==> config.mk <==
export PLATFORM = sky130hd
export DESIGN_NAME = modular_exponentiation_core
export DESIGN_NICKNAME = d
export VERILOG_FILES = /design/src/design/mexp_pkg.sv /design/src/design/mexp_mulmod.sv /design/src/design/modular_exponentiation_core.sv
export SDC_FILE = /design/constraint.sdc
export NUM_CORES = 2
export LEC_CHECK = 0
export BUFFER_PORTS_ARGS = -buffer_cell sky130_fd_sc_hd__buf_2
export CORE_MARGIN = 1.5
export CORE_UTILIZATION = 55
export CTS_CLUSTER_DIAMETER = 200
export DETAILED_ROUTE_END_ITERATION = 8
export PLACE_DENSITY = 0.72
export REMOVE_ABC_BUFFERS = 1
export SLEW_MARGIN = 10
export SYNTH_ARGS = -nofsm -noshare
export SYNTH_HDL_FRONTEND = slang
export SYNTH_SLANG_ARGS = --single-unit
==> constraint.sdc <==
create_clock -name clk -period 11.8 [get_ports clk]
set_input_delay 1.77 -clock clk [delete_from_list [all_inputs] [get_ports clk]]
set_output_delay 1.77 -clock clk [all_outputs]
set_load 0.05 [all_outputs]
==> src/design/mexp_pkg.sv <==
// Shared types and constants of the modular exponentiation core.
package mexp_pkg;

    localparam int FIELD_WIDTH = 63;

    typedef struct packed {
        logic busy;
        logic done;
    } mm_status_t;

endpackage

==> src/design/mexp_mulmod.sv <==
// Bit-serial modular multiplier: one multiplier bit per cycle, MSB first.
module mexp_mulmod #(
    parameter int W = 63
) (
    input  logic                  clk,
    input  logic                  rst_n,
    input  logic                  start,
    input  logic [W-1:0]          a,
    input  logic [W-1:0]          b,
    input  logic [W-1:0]          m,
    output logic [W-1:0]          result,
    output mexp_pkg::mm_status_t  status
);

    localparam int CW = $clog2(W);

    logic [W-1:0]  acc_reg, acc_next;
    logic [W-1:0]  b_reg;
    logic [W-1:0]  a_reg;
    logic [W-1:0]  m_reg;
    logic [CW-1:0] cnt_reg;
    logic          busy_reg;
    logic          done_reg;

    logic [W:0] dbl;
    logic [W:0] mw;
    logic [W:0] half;
    logic [W:0] sum;
    logic [W:0] red;

    // Double the accumulator and fold it back below m, then add a when the
    // current multiplier bit is set and fold again.
    always_comb
    begin
        mw   = {1'b0, m_reg};
        dbl  = {acc_reg, 1'b0};
        half = (dbl >= mw) ? (dbl - mw) : dbl;
        sum  = half + (b_reg[W-1] ? {1'b0, a_reg} : {(W+1){1'b0}});
        red  = (sum >= mw) ? (sum - mw) : sum;
        acc_next = red[W-1:0];
    end

    always_ff @(posedge clk or negedge rst_n)
    begin
        if (!rst_n)
        begin
            busy_reg <= 1'b0;
            done_reg <= 1'b0;
            cnt_reg  <= '0;
        end
        else
        begin
            done_reg <= 1'b0;
            if (start)
            begin
                busy_reg <= 1'b1;
                cnt_reg  <= CW'(W - 1);
            end
            else if (busy_reg)
            begin
                cnt_reg <= cnt_reg - CW'(1);
                if (cnt_reg == '0)
                begin
                    busy_reg <= 1'b0;
                    done_reg <= 1'b1;
                end
            end
        end
    end

    always_ff @(posedge clk)
    begin
        if (start)
        begin
            a_reg   <= a;
            b_reg   <= b;
            m_reg   <= m;
            acc_reg <= '0;
        end
        else if (busy_reg)
        begin
            acc_reg <= acc_next;
            b_reg   <= {b_reg[W-2:0], 1'b0};
        end
    end

    assign result      = acc_reg;
    assign status.busy = busy_reg;
    assign status.done = done_reg;

endmodule

==> src/design/modular_exponentiation_core.sv <==
// One square-and-multiply step runs per exponent bit, up to the top set bit of the exponent.
// A zero exponent or a zero modulus skips the multipliers and goes straight to the result.
// One request in flight; the next is accepted once the result has been set.
// The square and the conditional multiply run side by side on two bit-serial multipliers.
// The result register frees the input while a result waits.
// rst_n clears the controller and the result valid flag asynchronously.
module modular_exponentiation_core #(
    parameter int OPERAND_WIDTH = 63
) (
    input  logic                             clk,
    input  logic                             rst_n,
    input  logic                             req_valid,
    output logic                             req_stall,
    input  logic [mexp_pkg::FIELD_WIDTH-1:0] base,
    input  logic [mexp_pkg::FIELD_WIDTH-1:0] exponent,
    input  logic [mexp_pkg::FIELD_WIDTH-1:0] modulus,
    output logic                             res_valid,
    input  logic                             res_stall,
    output logic [mexp_pkg::FIELD_WIDTH-1:0] power
);

    localparam int W  = OPERAND_WIDTH;
    localparam int FW = mexp_pkg::FIELD_WIDTH;

    typedef enum logic [2:0] {
        S_IDLE,
        S_LOAD,
        S_REDUCE,
        S_STEP,
        S_MULT,
        S_FINISH
    } state_t;

    state_t         state_reg, state_next;
    logic [W-1:0]   base_reg, base_next;
    logic [W-1:0]   exp_reg, exp_next;
    logic [W-1:0]   mod_reg, mod_next;
    logic [W-1:0]   acc_reg, acc_next;
    logic [FW-1:0]  power_reg, power_next;
    logic           res_valid_reg, res_valid_next;

    logic                 start0, start1;
    logic [W-1:0]         u0_a;
    logic [W-1:0]         one_mod;
    logic [W-1:0]         res0, res1;
    mexp_pkg::mm_status_t st0, st1;

    // One reduced modulo the modulus: zero when the modulus is one.
    assign one_mod = W'(mod_reg != W'(1));
    assign u0_a    = (state_reg == S_LOAD) ? one_mod : acc_reg;
    assign start0  = (state_reg == S_LOAD) || (state_reg == S_STEP);
    assign start1  = (state_reg == S_STEP);

    // Unit 0 reduces the base, then forms acc * base; unit 1 squares the base.
    mexp_mulmod #(.W(W)) u_mul (
        .clk    (clk),
        .rst_n  (rst_n),
        .start  (start0),
        .a      (u0_a),
        .b      (base_reg),
        .m      (mod_reg),
        .result (res0),
        .status (st0)
    );

    mexp_mulmod #(.W(W)) u_sqr (
        .clk    (clk),
        .rst_n  (rst_n),
        .start  (start1),
        .a      (base_reg),
        .b      (base_reg),
        .m      (mod_reg),
        .result (res1),
        .status (st1)
    );

    always_comb
    begin
        state_next     = state_reg;
        base_next      = base_reg;
        exp_next       = exp_reg;
        mod_next       = mod_reg;
        acc_next       = acc_reg;
        power_next     = power_reg;
        res_valid_next = res_valid_reg;

        if (res_valid_reg && !res_stall)
        begin
            res_valid_next = 1'b0;
        end

        unique case (state_reg)
            S_IDLE:
            begin
                if (req_valid)
                begin
                    base_next = base[W-1:0];
                    exp_next  = exponent[W-1:0];
                    mod_next  = modulus[W-1:0];
                    if (exponent[W-1:0] == '0)
                    begin
                        acc_next   = W'(1);
                        state_next = S_FINISH;
                    end
                    else if (modulus[W-1:0] == '0)
                    begin
                        acc_next   = '0;
                        state_next = S_FINISH;
                    end
                    else
                    begin
                        state_next = S_LOAD;
                    end
                end
            end
            S_LOAD:
            begin
                state_next = S_REDUCE;
            end
            S_REDUCE:
            begin
                if (st0.done)
                begin
                    base_next  = res0;
                    acc_next   = one_mod;
                    state_next = S_STEP;
                end
            end
            S_STEP:
            begin
                state_next = S_MULT;
            end
            S_MULT:
            begin
                if (st0.done && !st1.busy)
                begin
                    if (exp_reg[0])
                    begin
                        acc_next = res0;
                    end
                    base_next  = res1;
                    exp_next   = exp_reg >> 1;
                    state_next = (exp_reg[W-1:1] == '0) ? S_FINISH : S_STEP;
                end
            end
            S_FINISH:
            begin
                if (!res_valid_reg || !res_stall)
                begin
                    power_next     = FW'(acc_reg);
                    res_valid_next = 1'b1;
                    state_next     = S_IDLE;
                end
            end
            default:
            begin
                state_next = S_IDLE;
            end
        endcase
    end

    always_ff @(posedge clk or negedge rst_n)
    begin
        if (!rst_n)
        begin
            state_reg     <= S_IDLE;
            res_valid_reg <= 1'b0;
            base_reg      <= '0;
            exp_reg       <= '0;
            mod_reg       <= '0;
            acc_reg       <= '0;
            power_reg     <= '0;
        end
        else
        begin
            state_reg     <= state_next;
            res_valid_reg <= res_valid_next;
            base_reg      <= base_next;
            exp_reg       <= exp_next;
            mod_reg       <= mod_next;
            acc_reg       <= acc_next;
            power_reg     <= power_next;
        end
    end

    assign req_stall = (state_reg != S_IDLE);
    assign res_valid = res_valid_reg;
    assign power     = power_reg;

endmodule

==> results by group <==
Run status
  – Status: completed

Detailed routing
  – Vias per std cell: approximately 6.3
  – Final wirelength: approximately 200 mm
  – Overall via count from detail_route: around 50000
  – Antenna Nets Post-Route: 0
  – WL met2: 80.9 mm
  – WL met3: around 18 mm
  – Met1 Wirelength: 89.0 mm
  – Iteration-0 DRC count of the detailed router: around 5500
  – Pre-Repair DR Iteration Count: 7
  – DR WL/cell: approximately 24 um
  – Max layer used: met5
  – # DRC: 0

Hold path
  – Hold Path Stages: 2
  – Hold WC Path Type: reg2reg

Yosys
  – Dominant cells by area after synthesis: edfxtp_1, dfrtp_1, ha_1
  – Mean post-synth cell area: 8.83 um^2
  – Cell count after synthesis: 6485
  – Synth Warn #: 0
  – Async SR Flop Fraction: about two fifths
  – Post-synth top area share: roughly 20%
  – Post-synthesis cell type count: 98
  – Yosys reg bits: around 840
  – Yosys top cell by area: edfxtp_1
  – EDFF count, synth: around 380
  – Synthesized area: around 57000 um^2
  – Top FF cell, synth: edfxtp_1
  – Sequential area share after synthesis: 38.8%

Layout
  – Layout cell share with drive strength beyond 1: about a tenth
  – Post-route cell area: between 60000 and 70000 um^2
  – Final cell count without fillers: ~8000
  – Fill cells: about 9100
  – P&R area growth vs syn: 9.61%
  – Nets@finish: slightly above 7000

Global route
  – GRT Total Usage: between 30% and 40%
  – Antenna violations before repair: 7
  – Overflow after GRT: 0
  – Largest net degree at the start of global routing: between 150 and 200
  – First-pass GRT wire length: between 200 and 300 mm
  – Vias in the first global route: between 40000 and 50000

Timing
  – Worst-case headroom to the max-slew limit: approximately 14%
  – Fin crit share: about nine tenths
  – Worst hold margin: 0.486 ns
  – Min Tclk post-route: between 10 and 15 ns
  – Final setup fails: 0
  – Worst-margin pin slew: around 1.3 ns
  – Setup tns final: 0 ns
  – Hold Fails Final Rpt: 0
  – Unrepaired setup endpoints after global routing: false
  – FMAX: 93.5 MHz
  – Worst Skew: roughly 0.037 ns
  – Final Max Tran Viols: 0

Worst setup path
  – Element type at the critical path start: flip-flop
  – Crit. End Element: flip-flop
  – Crit-path max cell delay: 0.79 ns
  – Worst Reg-to-Reg Cells: 36
  – CP max-delay cell: a2111oi_1
  – CP Data Required Time: 12.37 ns
  – Critical path fanouts, max: roughly 120
  – Crit path DAT: between 10 and 15 ns
  – Most frequent cell on the critical path: nor2_1
  – CP Class: reg2reg

Placed design
  – # port buffers: between 200 and 300
  – Placed instance count: 7848
  – DP HPWL: 149 mm
  – Final RePlAce weighted congestion: about 1
  – Area post-placement: approximately 60000 um^2

Power
  – P_leak: 28.2 nW
  – Worst vdd ir: between 100 and 150 uV
  – Pwr Total: around 6.3 mW
  – Power per cell area: between 90 and 100 nW/um^2

Clock tree
  – Clock root cell: clkbuf_16
  – H-tree levels: 3
  – Num Clock Sinks: between 800 and 900
  – Post-CTS Hold Buffers: 0
  – Number of gates resized after CTS: 0
  – CTS tree: done
  – Cts bufs inserted: 90
  – CTS max path bufs: 3
  – Worst skew pair latency: approximately 0.71 ns
  – Setup bufs post-CTS: 0
  – Clock transition at path regs: around 0.06 ns

Floorplan
  – Row count: roughly 120
  – Ports: between 200 and 300
  – Core ar.: 103000 um^2
  – Die width: roughly 330 um
  – Die height: between 300 and 400 um
  – Die ar.: 106000 um^2
  – Initial Util: approximately 55%

Flow run
  – Max Cap Viol: 0
==> cells in the final DEF, fill, tap and decap left out, types with 101 or more instances in the layout <==
cell      instances
dfxtp_1         126
nor2_1          318
dfrtp_1         332
and2_1          155
edfxtp_1        378
xor2_1          134
nand2_1        1012
o21ai_0         524
xnor2_1         219
ha_1            382
nand4_1         101
mux2i_1         136
a21oi_1         604
buf_2           256
a21o_1          213
inv_1           248
mux2_2          143
==> per-stage QoR <==
stage	utilization, %	setup WS [ns]
floorplan	-	-3.55
global placement	57.7	1.25
detailed placement	57.7	1.16
CTS	60.7	1.08
global route	60.7	0.745
finish	60.7	1.10
==> cell type report <==
cell class                      instances  area [um^2]  area share, %
Multi-Input combinational cell       5064        32900           52.3
Sequential cell                       838        22200           35.4
Clock buffer                          115         2440           3.88
Timing Repair Buffer                  314         1820           2.91
Tap cell                             1380         1730           2.75
Inverter                              252          961           1.53
Clock inverter                         55          728           1.16
Antenna cell                            1         2.50        0.00399
==> kinds of logic after synthesis <==
family | after synthesis | share of synthesized area (%)
AO/OA/AOI/OAI | 1935 | 20.9
XOR/XNOR | 354 | 5.45
adder cells (fa/ha/maj) | 388 | 8.56
buffers and inverters | 583 | 4.05
flip-flops | 838 | 38.8
multiplexers | 280 | 5.23
AND/OR/NAND/NOR | 2107 | 17.0
==> worst paths after layout <==
| kind | from | to | slack [ns] |
|---|---|---|---|
| max in group asynchronous | rst_n | exp_reg[27] | 9.30 |
| worst min register to register | exp_reg[0] | exp_reg[0] | 0.49 |
| min in group asynchronous | rst_n | base_reg[59] | 1.05 |
| worst max-delay path | u_sqr.m_reg[55] | u_sqr.result[62] | 1.10 |
| worst max register to register | u_sqr.m_reg[55] | u_sqr.result[62] | 1.10 |
| worst min-delay path | exp_reg[0] | exp_reg[0] | 0.49 |
==> critical path: cells and delay by family, from the launching register on <==
kind | cells | cell delay, ns
AOI/OAI and AO/OA | 17 | 5.98
xor gates and xnor gates | 2 | 0.40
adders and majority gates | 3 | 1.01
buffers and inverters | 3 | 0.60
DFF | 1 | 0.36
muxes | 1 | 0.41
and+or+nand+nor | 10 | 1.75
==> Yosys cell counts, drive strengths merged (76+ instances only) <==
cell / count
mux2i: 137
inv: 252
o21ai: 557
ha: 382
dfrtp: 334
edfxtp: 378
nor2: 322
mux2: 143
xor2: 134
nand2: 1016
nand4: 101
dfxtp: 126
a21oi: 606
o21bai: 82
nor2b: 97
xnor2: 220
nor4: 76
nand3: 100
and2: 157
a21o: 215
clkbuf: 286
==> where the power goes <==
part / switching [mW] / internal [mW] / leakage [nW] / total, mW
sequential: 0.0343 / 3.05 / 8.55 / 3.09
clock: 1.29 / 1.78 / 1.52 / 3.07
combinational: 0.0674 / 0.0451 / 18.1 / 0.113
total: 1.39 / 4.88 / 28.2 / 6.27
==> per-layer routing <==
| metal | GRT usage [%] | vias up |
|---|---|---|
| met4 | 10.8 | 4 |
| met3 | 5.81 | 282 |
| met5 | 0 | - |
| met2 | 52.1 | 2299 |
| met1 | 54.3 | 24200 |
| li1 | - | 23600 |
Note: power is estimated with default switching activity, not from simulation.
